### config.mk
export PLATFORM = sky130hd
export DESIGN_NAME = multi_motor_encoder_unwrap_speed_flat
export DESIGN_NICKNAME = d
export VERILOG_FILES = /design/src/mmeus_pkg.sv /design/src/mmeus_if.sv /design/src/mmeus_match.sv /design/src/mmeus_track.sv /design/src/mmeus_speed.sv /design/src/multi_motor_encoder_unwrap_speed.sv /design/src/flat_wrapper.sv
export VERILOG_INCLUDE_DIRS = /design/src /design/src/src
export SDC_FILE = /design/constraint.sdc
export NUM_CORES = 2
export LEC_CHECK = 0
export BUFFER_PORTS_ARGS = -buffer_cell sky130_fd_sc_hd__clkbuf_2
export CAP_MARGIN = 20
export CORE_MARGIN = 5
export CORE_UTILIZATION = 35
export CTS_CLUSTER_SIZE = 24
export DETAILED_ROUTE_END_ITERATION = 6
export HOLD_SLACK_MARGIN = 0.08
export PLACE_DENSITY = 0.5
export SETUP_SLACK_MARGIN = 0.2
export SLEW_MARGIN = 20
export SYNTH_ARGS = -nofsm -noshare
export SYNTH_HDL_FRONTEND = slang
export SYNTH_SLANG_ARGS = --single-unit
### constraint.sdc
create_clock -name clk_i -period 20.8 [get_ports clk_i]
set_clock_uncertainty 0.15 [all_clocks]
set_input_delay 3.12 -clock clk_i [delete_from_list [all_inputs] [get_ports clk_i]]
set_output_delay 3.12 -clock clk_i [all_outputs]
set_load 0.005 [all_outputs]
### src/assert_macros.svh
// Assertion helpers shared by the RTL. Every check is sampled on the rising
// edge of clk_i and is switched off while rst_ni is low.
`ifndef ASSERT_MACROS_SVH
`define ASSERT_MACROS_SVH

// The property must hold at every sampled edge out of reset.
`define MMEUS_ASSERT(lbl, prop, msg) \
  lbl: assert property (@(posedge clk_i) disable iff (!rst_ni) (prop)) \
    else $error(msg);

// The condition must never be seen at a sampled edge out of reset.
`define MMEUS_NEVER(lbl, cond, msg) \
  lbl: assert property (@(posedge clk_i) disable iff (!rst_ni) !(cond)) \
    else $error(msg);

`endif

### src/mmeus_pkg.sv
`timescale 1ns / 1ps
// ----------------------------------------------------------------------------
// mmeus_pkg: shared types and constants
// Field widths, register indexes, reset values and the structs passed
// between the encoder unwrap and speed modules.
// ----------------------------------------------------------------------------
package mmeus_pkg;

  localparam int NUM_MOTORS = 4;
  localparam int MIDX_W     = 2;
  localparam int ID_W       = 11;
  localparam int ANGLE_W    = 13;
  localparam int DELTA_W    = 14;
  localparam int TURNS_W    = 16;
  localparam int POS_W      = 30;
  localparam int SPEED_W    = 16;
  localparam int CALIB_W    = 10;
  localparam int GAIN_W     = 16;
  localparam int GAIN_FRAC  = 12;
  localparam int CFG_IDX_W  = 3;
  localparam int CFG_DATA_W = 16;

  // Moving-average window. The averaging divide is a shift, so the depth
  // is a power of two between 1 and 16.
  localparam int AVG_DEPTH = 4;
  localparam int AVG_SHIFT = $clog2(AVG_DEPTH);
  localparam int PTR_W     = (AVG_DEPTH > 1) ? $clog2(AVG_DEPTH) : 1;
  localparam int SUM_W     = DELTA_W + AVG_SHIFT + 1;
  localparam int AVG_W     = SUM_W - AVG_SHIFT;
  localparam int PROD_W    = AVG_W + GAIN_W + 1;

  // Half of one revolution in encoder counts, and one full revolution.
  localparam int HALF_REV = 4096;
  localparam int FULL_REV = 8192;

  // Reset values of the configuration registers.
  localparam logic [ID_W-1:0]    MOTOR0_ID_RST    = 11'd513;
  localparam logic [ID_W-1:0]    MOTOR1_ID_RST    = 11'd514;
  localparam logic [ID_W-1:0]    MOTOR2_ID_RST    = 11'd515;
  localparam logic [ID_W-1:0]    MOTOR3_ID_RST    = 11'd516;
  localparam logic [CALIB_W-1:0] CALIB_FRAMES_RST = 10'd1000;
  localparam logic [GAIN_W-1:0]  SPEED_GAIN_RST   = 16'd29999;

  // Configuration register indexes.
  typedef enum logic [CFG_IDX_W-1:0] {
    REG_MOTOR0_ID    = 3'd0,
    REG_MOTOR1_ID    = 3'd1,
    REG_MOTOR2_ID    = 3'd2,
    REG_MOTOR3_ID    = 3'd3,
    REG_CALIB_FRAMES = 3'd4,
    REG_SPEED_GAIN   = 3'd5
  } cfg_reg_e;

  typedef struct packed {
    logic [NUM_MOTORS-1:0][ID_W-1:0] motor_id;
    logic [CALIB_W-1:0]              calib_frames;
    logic [GAIN_W-1:0]               speed_gain;
  } cfg_t;

  // Identifier match and startup status of the word being processed.
  typedef struct packed {
    logic              hit;
    logic [MIDX_W-1:0] idx;
    logic              calib;
    logic [CALIB_W-1:0] count;
  } match_t;

  // Tracking results of the matched motor after this word.
  typedef struct packed {
    logic signed [DELTA_W-1:0] delta;
    logic signed [TURNS_W-1:0] turns;
    logic signed [POS_W-1:0]   position;
  } track_t;

endpackage

### src/mmeus_if.sv
`timescale 1ns / 1ps
// ----------------------------------------------------------------------------
// mmeus_in_if / mmeus_out_if: valid-ready channels
// Input channel carries one feedback frame, output channel one result word.
// ----------------------------------------------------------------------------
interface mmeus_in_if;
  logic                              valid;
  logic                              ready;
  logic [mmeus_pkg::ID_W-1:0]        frame_id;
  logic [mmeus_pkg::ANGLE_W-1:0]     angle;

  modport source (output valid, frame_id, angle, input ready);
  modport sink   (input valid, frame_id, angle, output ready);
endinterface

interface mmeus_out_if;
  logic                                valid;
  logic                                ready;
  logic                                matched;
  logic [mmeus_pkg::MIDX_W-1:0]        motor_index;
  logic                                calibrating;
  logic signed [mmeus_pkg::DELTA_W-1:0] delta;
  logic signed [mmeus_pkg::TURNS_W-1:0] turns;
  logic signed [mmeus_pkg::POS_W-1:0]   position;
  logic signed [mmeus_pkg::SPEED_W-1:0] speed;

  modport source (output valid, matched, motor_index, calibrating, delta, turns,
                  position, speed, input ready);
  modport sink   (input valid, matched, motor_index, calibrating, delta, turns,
                  position, speed, output ready);
endinterface

### src/mmeus_match.sv
`timescale 1ns / 1ps
// ----------------------------------------------------------------------------
// mmeus_match: identifier match and startup counter
// Finds the lowest motor whose identifier equals the frame identifier and
// advances the saturating startup counter once per processed word.
// ----------------------------------------------------------------------------
module mmeus_match (
  input  logic                       clk_i,
  input  logic                       rst_ni,
  input  logic                       en_i,
  input  mmeus_pkg::cfg_t            cfg_i,
  input  logic [mmeus_pkg::ID_W-1:0] frame_id_i,
  output mmeus_pkg::match_t          match_o
);

  logic [mmeus_pkg::CALIB_W-1:0] cnt_q, cnt_d, cnt_inc;
  logic                          hit;
  logic [mmeus_pkg::MIDX_W-1:0]  idx;

  // Priority match: scanning downward leaves the lowest matching motor.
  always_comb begin
    hit = 1'b0;
    idx = '0;
    for (int k = mmeus_pkg::NUM_MOTORS - 1; k >= 0; k--) begin
      if (cfg_i.motor_id[k] == frame_id_i) begin
        hit = 1'b1;
        idx = mmeus_pkg::MIDX_W'(k);
      end
    end
  end

  // Count up while below the calibration length, and clamp to it if the
  // length was lowered under the current count.
  always_comb begin
    cnt_inc = (cnt_q < cfg_i.calib_frames) ? cnt_q + 1'b1 : cnt_q;
    cnt_d   = (cnt_inc >= cfg_i.calib_frames) ? cfg_i.calib_frames : cnt_inc;
  end

  always_ff @(posedge clk_i or negedge rst_ni) begin
    if (!rst_ni) begin
      cnt_q <= '0;
    end else if (en_i) begin
      cnt_q <= cnt_d;
    end
  end

  assign match_o.hit   = hit;
  assign match_o.idx   = idx;
  assign match_o.calib = (cnt_d < cfg_i.calib_frames);
  assign match_o.count = cnt_q;

endmodule

### src/mmeus_track.sv
`timescale 1ns / 1ps
// ----------------------------------------------------------------------------
// mmeus_track: per-motor angle unwrap and position
// Holds last angle, offset, turn count, last delta and position for each
// motor, and updates the matched motor in a single read-modify-write.
// ----------------------------------------------------------------------------
module mmeus_track (
  input  logic                          clk_i,
  input  logic                          rst_ni,
  input  logic                          en_i,
  input  mmeus_pkg::match_t             match_i,
  input  logic [mmeus_pkg::ANGLE_W-1:0] angle_i,
  output mmeus_pkg::track_t             track_o
);

  logic [mmeus_pkg::NUM_MOTORS-1:0][mmeus_pkg::ANGLE_W-1:0] last_q, off_q;
  logic [mmeus_pkg::NUM_MOTORS-1:0][mmeus_pkg::TURNS_W-1:0] turns_q;
  logic [mmeus_pkg::NUM_MOTORS-1:0][mmeus_pkg::DELTA_W-1:0] ldelta_q;
  logic [mmeus_pkg::NUM_MOTORS-1:0][mmeus_pkg::POS_W-1:0]   pos_q;

  logic [mmeus_pkg::ANGLE_W-1:0]       last_d, off_d;
  logic signed [mmeus_pkg::TURNS_W-1:0] turns_d;
  logic signed [mmeus_pkg::DELTA_W-1:0] delta_d, diff;
  logic signed [mmeus_pkg::DELTA_W:0]   diff_wide;
  logic signed [mmeus_pkg::POS_W-1:0]   pos_d;
  logic signed [mmeus_pkg::DELTA_W-1:0] half_rev;
  logic signed [mmeus_pkg::DELTA_W:0]   full_rev;

  assign half_rev = mmeus_pkg::DELTA_W'(mmeus_pkg::HALF_REV);
  assign full_rev = (mmeus_pkg::DELTA_W + 1)'(mmeus_pkg::FULL_REV);

  // Unwrap the angle step across the revolution boundary.
  always_comb begin
    diff      = $signed({1'b0, angle_i}) - $signed({1'b0, last_q[match_i.idx]});
    diff_wide = (mmeus_pkg::DELTA_W + 1)'(diff);
    last_d    = angle_i;
    off_d     = off_q[match_i.idx];
    turns_d   = turns_q[match_i.idx];
    delta_d   = ldelta_q[match_i.idx];
    pos_d     = pos_q[match_i.idx];
    if (match_i.calib) begin
      // Calibration captures the offset and last angle; delta and position hold.
      off_d = angle_i;
    end else begin
      if (diff > half_rev) begin
        turns_d = turns_q[match_i.idx] - 1'b1;
        delta_d = mmeus_pkg::DELTA_W'(diff_wide - full_rev);
      end else if (diff < -half_rev) begin
        turns_d = turns_q[match_i.idx] + 1'b1;
        delta_d = mmeus_pkg::DELTA_W'(diff_wide + full_rev);
      end else begin
        delta_d = diff;
      end
      // turns * 8192 + angle is the concatenation of the two fields.
      pos_d = $signed({turns_d[mmeus_pkg::TURNS_W-1], turns_d, angle_i})
            - $signed({{(mmeus_pkg::POS_W - mmeus_pkg::ANGLE_W){1'b0}},
                       off_q[match_i.idx]});
    end
  end

  always_ff @(posedge clk_i or negedge rst_ni) begin
    if (!rst_ni) begin
      last_q   <= '0;
      off_q    <= '0;
      turns_q  <= '0;
      ldelta_q <= '0;
      pos_q    <= '0;
    end else if (en_i && match_i.hit) begin
      last_q[match_i.idx]   <= last_d;
      off_q[match_i.idx]    <= off_d;
      turns_q[match_i.idx]  <= turns_d;
      ldelta_q[match_i.idx] <= delta_d;
      pos_q[match_i.idx]    <= pos_d;
    end
  end

  assign track_o.delta    = delta_d;
  assign track_o.turns    = turns_d;
  assign track_o.position = pos_d;

endmodule

### src/mmeus_speed.sv
`timescale 1ns / 1ps
// ----------------------------------------------------------------------------
// mmeus_speed: moving-average speed
// Keeps a delta ring and a running window sum per motor; the average is
// scaled by the Q4.12 gain, truncated toward zero and saturated.
// ----------------------------------------------------------------------------
module mmeus_speed (
  input  logic                                clk_i,
  input  logic                                rst_ni,
  input  logic                                en_i,
  input  logic                                hit_i,
  input  logic [mmeus_pkg::MIDX_W-1:0]        idx_i,
  input  logic signed [mmeus_pkg::DELTA_W-1:0] delta_i,
  input  logic [mmeus_pkg::GAIN_W-1:0]        gain_i,
  output logic signed [mmeus_pkg::SPEED_W-1:0] speed_o
);

  localparam int ScaledW = mmeus_pkg::PROD_W - mmeus_pkg::GAIN_FRAC;

  logic [mmeus_pkg::NUM_MOTORS-1:0][mmeus_pkg::AVG_DEPTH-1:0]
        [mmeus_pkg::DELTA_W-1:0] ring_q;
  logic [mmeus_pkg::NUM_MOTORS-1:0][mmeus_pkg::SUM_W-1:0] sum_q;
  logic [mmeus_pkg::NUM_MOTORS-1:0][mmeus_pkg::PTR_W-1:0] ptr_q;

  logic [mmeus_pkg::PTR_W-1:0]           ptr, ptr_d;
  logic signed [mmeus_pkg::SUM_W-1:0]    sum_d, old_ext, new_ext, bias, sum_adj, avg_full;
  logic signed [mmeus_pkg::AVG_W-1:0]    avg;
  logic signed [mmeus_pkg::GAIN_W:0]     gain_s;
  logic signed [mmeus_pkg::PROD_W-1:0]   prod, prod_bias, prod_adj, scaled_full;
  logic signed [ScaledW-1:0]             scaled;
  logic signed [ScaledW-1:0]             spd_max, spd_min;

  // Slide the window: drop the oldest delta and add the new one.
  always_comb begin
    ptr     = ptr_q[idx_i];
    ptr_d   = (ptr == mmeus_pkg::PTR_W'(mmeus_pkg::AVG_DEPTH - 1)) ? '0 : ptr + 1'b1;
    old_ext = mmeus_pkg::SUM_W'($signed(ring_q[idx_i][ptr]));
    new_ext = mmeus_pkg::SUM_W'(delta_i);
    sum_d   = $signed(sum_q[idx_i]) - old_ext + new_ext;
  end

  // Average with truncation toward zero: bias negative sums before the shift.
  always_comb begin
    bias     = sum_d[mmeus_pkg::SUM_W-1] ? mmeus_pkg::SUM_W'(mmeus_pkg::AVG_DEPTH - 1) : '0;
    sum_adj  = sum_d + bias;
    avg_full = sum_adj >>> mmeus_pkg::AVG_SHIFT;
    avg      = avg_full[mmeus_pkg::AVG_W-1:0];
  end

  // Gain multiply, then drop the fraction bits toward zero and saturate.
  always_comb begin
    gain_s      = $signed({1'b0, gain_i});
    prod        = avg * gain_s;
    prod_bias   = prod[mmeus_pkg::PROD_W-1]
                ? mmeus_pkg::PROD_W'((1 << mmeus_pkg::GAIN_FRAC) - 1) : '0;
    prod_adj    = prod + prod_bias;
    scaled_full = prod_adj >>> mmeus_pkg::GAIN_FRAC;
    scaled      = scaled_full[ScaledW-1:0];
    spd_max     = ScaledW'((1 << (mmeus_pkg::SPEED_W - 1)) - 1);
    spd_min     = -ScaledW'(1 << (mmeus_pkg::SPEED_W - 1));
    if (scaled > spd_max) begin
      speed_o = spd_max[mmeus_pkg::SPEED_W-1:0];
    end else if (scaled < spd_min) begin
      speed_o = spd_min[mmeus_pkg::SPEED_W-1:0];
    end else begin
      speed_o = scaled[mmeus_pkg::SPEED_W-1:0];
    end
  end

  always_ff @(posedge clk_i or negedge rst_ni) begin
    if (!rst_ni) begin
      ring_q <= '0;
      sum_q  <= '0;
      ptr_q  <= '0;
    end else if (en_i && hit_i) begin
      ring_q[idx_i][ptr] <= delta_i;
      sum_q[idx_i]       <= sum_d;
      ptr_q[idx_i]       <= ptr_d;
    end
  end

endmodule

### src/multi_motor_encoder_unwrap_speed.sv
`timescale 1ns / 1ps
// ----------------------------------------------------------------------------
// multi_motor_encoder_unwrap_speed: four-motor encoder tracker
// Matches feedback frames to motors, unwraps multi-turn position and
// reports a moving-average speed for the matched motor.
// ----------------------------------------------------------------------------
// The block takes one frame per clock while the output is not stalled; each
// word passes the input register and then the result register. Throughput is
// one word per cycle without stalls, bounded by the per-motor state update,
// which reads and writes the matched motor's registers and its delta ring in
// the same cycle so that back-to-back frames of one motor chain correctly.
// Reset clears all but the input and result data registers; no clearing pass
// is run. Configuration writes are meant for idle periods only.
`include "assert_macros.svh"

module multi_motor_encoder_unwrap_speed (
  input  logic                             clk_i,
  input  logic                             rst_ni,
  input  logic                             cfg_we_i,
  input  logic [mmeus_pkg::CFG_IDX_W-1:0]  cfg_idx_i,
  input  logic [mmeus_pkg::CFG_DATA_W-1:0] cfg_data_i,
  mmeus_in_if.sink                         in_i,
  mmeus_out_if.source                      out_o
);

  mmeus_pkg::cfg_t   cfg_q;
  mmeus_pkg::match_t mt;
  mmeus_pkg::track_t tr;

  logic                          in_v_q, res_v_q, res_v_d, adv;
  logic [mmeus_pkg::ID_W-1:0]    fid_q;
  logic [mmeus_pkg::ANGLE_W-1:0] ang_q;
  logic signed [mmeus_pkg::SPEED_W-1:0] speed;

  logic                                 res_matched_q, res_calib_q;
  logic [mmeus_pkg::MIDX_W-1:0]         res_idx_q;
  logic signed [mmeus_pkg::DELTA_W-1:0] res_delta_q;
  logic signed [mmeus_pkg::TURNS_W-1:0] res_turns_q;
  logic signed [mmeus_pkg::POS_W-1:0]   res_pos_q;
  logic signed [mmeus_pkg::SPEED_W-1:0] res_speed_q;

  // Configuration registers.
  always_ff @(posedge clk_i or negedge rst_ni) begin
    if (!rst_ni) begin
      cfg_q.motor_id[0]  <= mmeus_pkg::MOTOR0_ID_RST;
      cfg_q.motor_id[1]  <= mmeus_pkg::MOTOR1_ID_RST;
      cfg_q.motor_id[2]  <= mmeus_pkg::MOTOR2_ID_RST;
      cfg_q.motor_id[3]  <= mmeus_pkg::MOTOR3_ID_RST;
      cfg_q.calib_frames <= mmeus_pkg::CALIB_FRAMES_RST;
      cfg_q.speed_gain   <= mmeus_pkg::SPEED_GAIN_RST;
    end else if (cfg_we_i) begin
      case (cfg_idx_i)
        mmeus_pkg::REG_MOTOR0_ID:    cfg_q.motor_id[0]  <= cfg_data_i[mmeus_pkg::ID_W-1:0];
        mmeus_pkg::REG_MOTOR1_ID:    cfg_q.motor_id[1]  <= cfg_data_i[mmeus_pkg::ID_W-1:0];
        mmeus_pkg::REG_MOTOR2_ID:    cfg_q.motor_id[2]  <= cfg_data_i[mmeus_pkg::ID_W-1:0];
        mmeus_pkg::REG_MOTOR3_ID:    cfg_q.motor_id[3]  <= cfg_data_i[mmeus_pkg::ID_W-1:0];
        mmeus_pkg::REG_CALIB_FRAMES: cfg_q.calib_frames <= cfg_data_i[mmeus_pkg::CALIB_W-1:0];
        mmeus_pkg::REG_SPEED_GAIN:   cfg_q.speed_gain   <= cfg_data_i[mmeus_pkg::GAIN_W-1:0];
        default: begin
        end
      endcase
    end
  end

  // Two-stage flow control: a word moves on whenever the result slot is
  // free or is being taken in the same cycle.
  assign adv        = in_v_q && (!res_v_q || out_o.ready);
  assign in_i.ready = !in_v_q || adv;

  always_comb begin
    if (adv) begin
      res_v_d = 1'b1;
    end else if (out_o.ready) begin
      res_v_d = 1'b0;
    end else begin
      res_v_d = res_v_q;
    end
  end

  always_ff @(posedge clk_i or negedge rst_ni) begin
    if (!rst_ni) begin
      in_v_q  <= 1'b0;
      res_v_q <= 1'b0;
    end else begin
      if (in_i.ready) begin
        in_v_q <= in_i.valid;
      end
      res_v_q <= res_v_d;
    end
  end

  // Input register.
  always_ff @(posedge clk_i) begin
    if (in_i.valid && in_i.ready) begin
      fid_q <= in_i.frame_id;
      ang_q <= in_i.angle;
    end
  end

  mmeus_match u_match (
    .clk_i      (clk_i),
    .rst_ni     (rst_ni),
    .en_i       (adv),
    .cfg_i      (cfg_q),
    .frame_id_i (fid_q),
    .match_o    (mt)
  );

  mmeus_track u_track (
    .clk_i   (clk_i),
    .rst_ni  (rst_ni),
    .en_i    (adv),
    .match_i (mt),
    .angle_i (ang_q),
    .track_o (tr)
  );

  mmeus_speed u_speed (
    .clk_i   (clk_i),
    .rst_ni  (rst_ni),
    .en_i    (adv),
    .hit_i   (mt.hit),
    .idx_i   (mt.idx),
    .delta_i (tr.delta),
    .gain_i  (cfg_q.speed_gain),
    .speed_o (speed)
  );

  // Result register; an unmatched frame reports only the startup status.
  always_ff @(posedge clk_i) begin
    if (adv) begin
      res_matched_q <= mt.hit;
      res_calib_q   <= mt.calib;
      res_idx_q     <= mt.hit ? mt.idx : '0;
      res_delta_q   <= mt.hit ? tr.delta : '0;
      res_turns_q   <= mt.hit ? tr.turns : '0;
      res_pos_q     <= mt.hit ? tr.position : '0;
      res_speed_q   <= mt.hit ? speed : '0;
    end
  end

  assign out_o.valid       = res_v_q;
  assign out_o.matched     = res_matched_q;
  assign out_o.motor_index = res_idx_q;
  assign out_o.calibrating = res_calib_q;
  assign out_o.delta       = res_delta_q;
  assign out_o.turns       = res_turns_q;
  assign out_o.position    = res_pos_q;
  assign out_o.speed       = res_speed_q;

  // Assertions.
  `MMEUS_ASSERT(a_unmatched_zero, (out_o.valid && !out_o.matched) |-> (out_o.motor_index == '0 && out_o.delta == '0 && out_o.turns == '0 && out_o.position == '0 && out_o.speed == '0), "unmatched result carries motor data")
  `MMEUS_ASSERT(a_delta_range, (out_o.valid && out_o.matched) |-> (out_o.delta >= -14'sd4096 && out_o.delta <= 14'sd4096), "unwrapped delta out of half-turn range")
  `MMEUS_ASSERT(a_count_clamped, adv |=> (mt.count <= $past(cfg_q.calib_frames)), "startup count above calibration length")
  `MMEUS_NEVER(a_stall_cause, !in_i.ready && !(in_v_q && res_v_q && !out_o.ready), "input stalled without a full pipeline")

endmodule
### src/flat_wrapper.sv
// flat-port wrapper written by rule: the top's interface ports become plain ports
module multi_motor_encoder_unwrap_speed_flat 
  (clk_i, rst_ni, cfg_we_i, cfg_idx_i, cfg_data_i, in_i_valid, in_i_frame_id, in_i_angle, in_i_ready, out_o_valid, out_o_matched, out_o_motor_index, out_o_calibrating, out_o_delta, out_o_turns, out_o_position, out_o_speed, out_o_ready);
  mmeus_in_if in_i_i ();
  mmeus_out_if out_o_i ();
  input  logic clk_i;
  input  logic rst_ni;
  input  logic cfg_we_i;
  input  logic [mmeus_pkg::CFG_IDX_W-1:0] cfg_idx_i;
  input  logic [mmeus_pkg::CFG_DATA_W-1:0] cfg_data_i;
  input wire logic [$bits(in_i_i.valid)-1:0] in_i_valid;
  input wire logic [$bits(in_i_i.frame_id)-1:0] in_i_frame_id;
  input wire logic [$bits(in_i_i.angle)-1:0] in_i_angle;
  output wire logic [$bits(in_i_i.ready)-1:0] in_i_ready;
  output wire logic [$bits(out_o_i.valid)-1:0] out_o_valid;
  output wire logic [$bits(out_o_i.matched)-1:0] out_o_matched;
  output wire logic [$bits(out_o_i.motor_index)-1:0] out_o_motor_index;
  output wire logic [$bits(out_o_i.calibrating)-1:0] out_o_calibrating;
  output wire logic [$bits(out_o_i.delta)-1:0] out_o_delta;
  output wire logic [$bits(out_o_i.turns)-1:0] out_o_turns;
  output wire logic [$bits(out_o_i.position)-1:0] out_o_position;
  output wire logic [$bits(out_o_i.speed)-1:0] out_o_speed;
  input wire logic [$bits(out_o_i.ready)-1:0] out_o_ready;
  assign in_i_i.valid = in_i_valid;
  assign in_i_i.frame_id = in_i_frame_id;
  assign in_i_i.angle = in_i_angle;
  assign in_i_ready = in_i_i.ready;
  assign out_o_valid = out_o_i.valid;
  assign out_o_matched = out_o_i.matched;
  assign out_o_motor_index = out_o_i.motor_index;
  assign out_o_calibrating = out_o_i.calibrating;
  assign out_o_delta = out_o_i.delta;
  assign out_o_turns = out_o_i.turns;
  assign out_o_position = out_o_i.position;
  assign out_o_speed = out_o_i.speed;
  assign out_o_i.ready = out_o_ready;
  multi_motor_encoder_unwrap_speed u_core (.clk_i(clk_i), .rst_ni(rst_ni), .cfg_we_i(cfg_we_i), .cfg_idx_i(cfg_idx_i), .cfg_data_i(cfg_data_i), .in_i(in_i_i), .out_o(out_o_i));
endmodule
==> results.yml <==
route:
  drtPass1Iterations: 7
  drc_errors: 14
  drt-met1-wl_um: 64520
  ant_nets: 0
  wl_um: 138700
  drt_iter0_drc: 3018
  routed-via-count: 36570
  wl_met2_um: 64640
  routed-wl-met3_um: 6298
  top_layer: "met4"
  routedWlPerCell_um: 19.92
  post_drt_via_cell_ratio: 5.253
timing:
  slew_headroom: 0.2754
  fmax_ghz: 0.05146
  finalHoldViolCount: 0
  maxSlewViolCount: 0
  tns_ns: 0
  worstMarginPinSlew_ns: 1.087
  setup_viol: 0
  rsz0062_at_grt: "false"
  fin_crit_ns: 19.43
  fin_crit_sh: 0.9342
logic_synthesis:
  async_flop_share: 0.8747
  synthCells: 5088
  synth_area_sq_mm: 0.04795
  synth_ff_type: "dfrtp_1"
  synth_edf_count: 104
  synth.area.top_cells: "dfrtp_1 37%, nand2_1 8.8%, fa_1 8.3%"
  yosysTopAreaCell: "dfrtp_1"
  synth_top_area_frac: 0.3658
  yosysSeqAreaShare: 0.4446
  mappedNetlistNets: 5533
  yosys_register_bits: 830
  avgSynthCellArea_sq_um: 9.425
  synth_cell_types: 93
  ys_warn_count: 0
hold_path:
  min_path_type: "register to register"
cells_and_area:
  fin_util: 0.3960
  fillerInstances: 13700
  synthToLayoutAreaGrowth_pct: 12.14
  final_nets: 5548
  final_cell_mix: "1119 x nand2_1, 701 x dfrtp_1, 649 x o21ai_0"
  n_antenna_cell: 0
  layout_commonest_cell: "nand2_1"
  layout-drive-gt1-share: 0.1075
die:
  core_area_sq_mm: 0.1358
  die_area_sq_mm: 0.1445
  die_w_um: 380.1
  die_y_um: 380.1
  row_count: 135
  io_pins: 130
  initial_core_util: 0.3531
status:
  violations: "DRC"
  status: "complete, but fails checks"
grt:
  grt_max_degree: 167
  grt_pass1_vias: 36910
  grt_usage: 0.1912
  grt_overflow: 0
  grt_pass1_wl_um: 220800
  antenna_found_initial: 3
placed_design:
  dp_hpwl_um: 90560
  port_buffers: 129
  gp_congestion: 0.8390
critical_path:
  endpoint_kind: "register"
  worst-path-buf-inv: 11
  cpMostUsedCell: "a21o_1"
  arrival_ns: 19.80
  slowest_stage: "or4_4"
  cp-start-kind: "register"
  cpPeakStageDelay_ns: 0.55
  worstSetupPathType: "register to register"
  worstPathRequired_ns: 21.17
  worst-path-max-fanout: 22
  critPathTopFamily: "compound AO/OA/AOI/OAI gates"
clocking:
  cts_hold_buf: 0
  clk_latency_ns: 0.72
  root_buffer: "clkbuf_16"
  cts_buffer_depth: 3
  htreeDepth: 3
  cts_buffers: 96
  cts.sinks: 830
  clk_pin_slew_worst_paths_ns: 0.06
  cts_tree: "yes"
job:
  cap_violations: 0
cells in the mapped netlist (all sizes together), types with 11 or more instances:
| cell | count |
|---|---|
| nand2 | 1127 |
| dfrtp | 701 |
| o21ai | 662 |
| inv | 297 |
| clkbuf | 272 |
| nor2 | 250 |
| fa | 199 |
| ha | 198 |
| a21oi | 188 |
| a222oi | 138 |
| and2 | 104 |
| edfxtp | 104 |
| xor2 | 90 |
| xnor2 | 82 |
| mux2 | 76 |
| a21o | 53 |
| nor3 | 40 |
| buf | 39 |
| nand3 | 38 |
| a21boi | 33 |
| nor4 | 31 |
| dfstp | 25 |
| nand4 | 24 |
| o21a | 24 |
| nand2b | 23 |
| and3 | 22 |
| o41ai | 18 |
| or2 | 18 |
| or4 | 17 |
| a31oi | 13 |
| o22ai | 13 |
| o31ai | 13 |
| or3 | 12 |
| mux2i | 11 |
worst paths after layout:
path	start	to	slack, ns	cells after the start
max in group asynchronous	rst_ni	u_core.u_match.cnt_q[3]$_DFFE_PN0P_	15.72	3
setup reg to reg	u_core.cfg_q[24]$_DFFE_PN1P_	u_core.out_o.speed[2]$_SDFFCE_PP0P_	1.37	74
hold reg to reg	u_core.u_track.last_q[6]$_DFFE_PN0P_	u_core.u_track.last_q[6]$_DFFE_PN0P_	0.32	2
setup / recovery	u_core.cfg_q[24]$_DFFE_PN1P_	u_core.out_o.speed[2]$_SDFFCE_PP0P_	1.37	74
hold / removal	u_core.u_track.last_q[6]$_DFFE_PN0P_	u_core.u_track.last_q[6]$_DFFE_PN0P_	0.32	2
min in group asynchronous	rst_ni	u_core.u_track.pos_q[90]$_DFFE_PN0P_	2.29	1
area by class of cell:
| cell class | count | area [sq um] | area share |
|---|---|---|---|
| clock buffer | 148 | 2808 | 0.05221 |
| clock inverter | 29 | 255.2 | 0.004747 |
| inverter | 297 | 1125 | 0.02092 |
| multi-input combinational | 3650 | 24540 | 0.4563 |
| sequential | 830 | 21320 | 0.3965 |
| tap | 1781 | 2228 | 0.04144 |
| timing repair buffer | 228 | 1501 | 0.02792 |
stage by stage:
stage | area (sq um) | setup slack (ns) | hold slack (ns) | std cells
final | 53780 | 1.368 | 0.3181 | 6963
after global routing | 53780 | 0.2076 | 0.3305 | 6963
after CTS | 53580 | 0.3733 | 0.3234 | 6956
after detailed placement | 50510 | 0.1897 | 0.3084 | 6779
after global placement | 50500 | 0.5614 | 0.3024 | 6779
after floorplan | 47950 | 2.385 | 0.2909 | 5088
layer usage:
| layer | up-vias | global-route usage |
|---|---|---|
| met1 | 18170 | 0.2669 |
| met3 | 169 | 0.02974 |
| met2 | 791 | 0.3124 |
| met5 | - | 0 |
| met4 | 0 | 0.04862 |
| li1 | 17440 | - |
cell families after synthesis:
family / count (synthesis) / share of synthesized area
buf+inv: 608 / 0.04851
xor+xnor: 172 / 0.03173
compound gates: 1250 / 0.1614
mux: 87 / 0.02014
flops: 830 / 0.4446
simple gates: 1744 / 0.1588
fa+ha+maj: 397 / 0.1347
sequential cells by signal (all words and copies together), names as in the netlist, 2 cells and up:
name	flops
u_core.ang_q	13
u_core.cfg_q	70
u_core.fid_q	11
u_core.out_o.delta	14
u_core.out_o.motor_index	2
u_core.out_o.position	30
u_core.out_o.speed	16
u_core.out_o.turns	16
u_core.u_match.cnt_q	10
u_core.u_speed.ptr_q	8
u_core.u_speed.ring_q	224
u_core.u_speed.sum_q	68
u_core.u_track.last_q	52
u_core.u_track.ldelta_q	56
u_core.u_track.off_q	52
u_core.u_track.pos_q	120
u_core.u_track.turns_q	64
timing repair:
action / CTS / global route
pin swaps: 0 / 3
resized for setup: 2 / 19
cloned: 0 / 0
setup endpoints to repair: 4 / 16
setup buffers: 0 / 5
worst reg2reg max path: cells and delay by family, from the launching register on:
kind	cells	cell delay, ns
muxes	3	1.05
DFF	1	0.51
adders and majority gates	13	5.39
xor gates and xnor gates	3	0.75
and+or+nand+nor	13	2.92
buffers and inverters	11	1.64
AOI/OAI and AO/OA	31	6.82
Power is not shown: default switching activity piles up to over one toggle a cycle in this logic, so the estimate is an artifact.
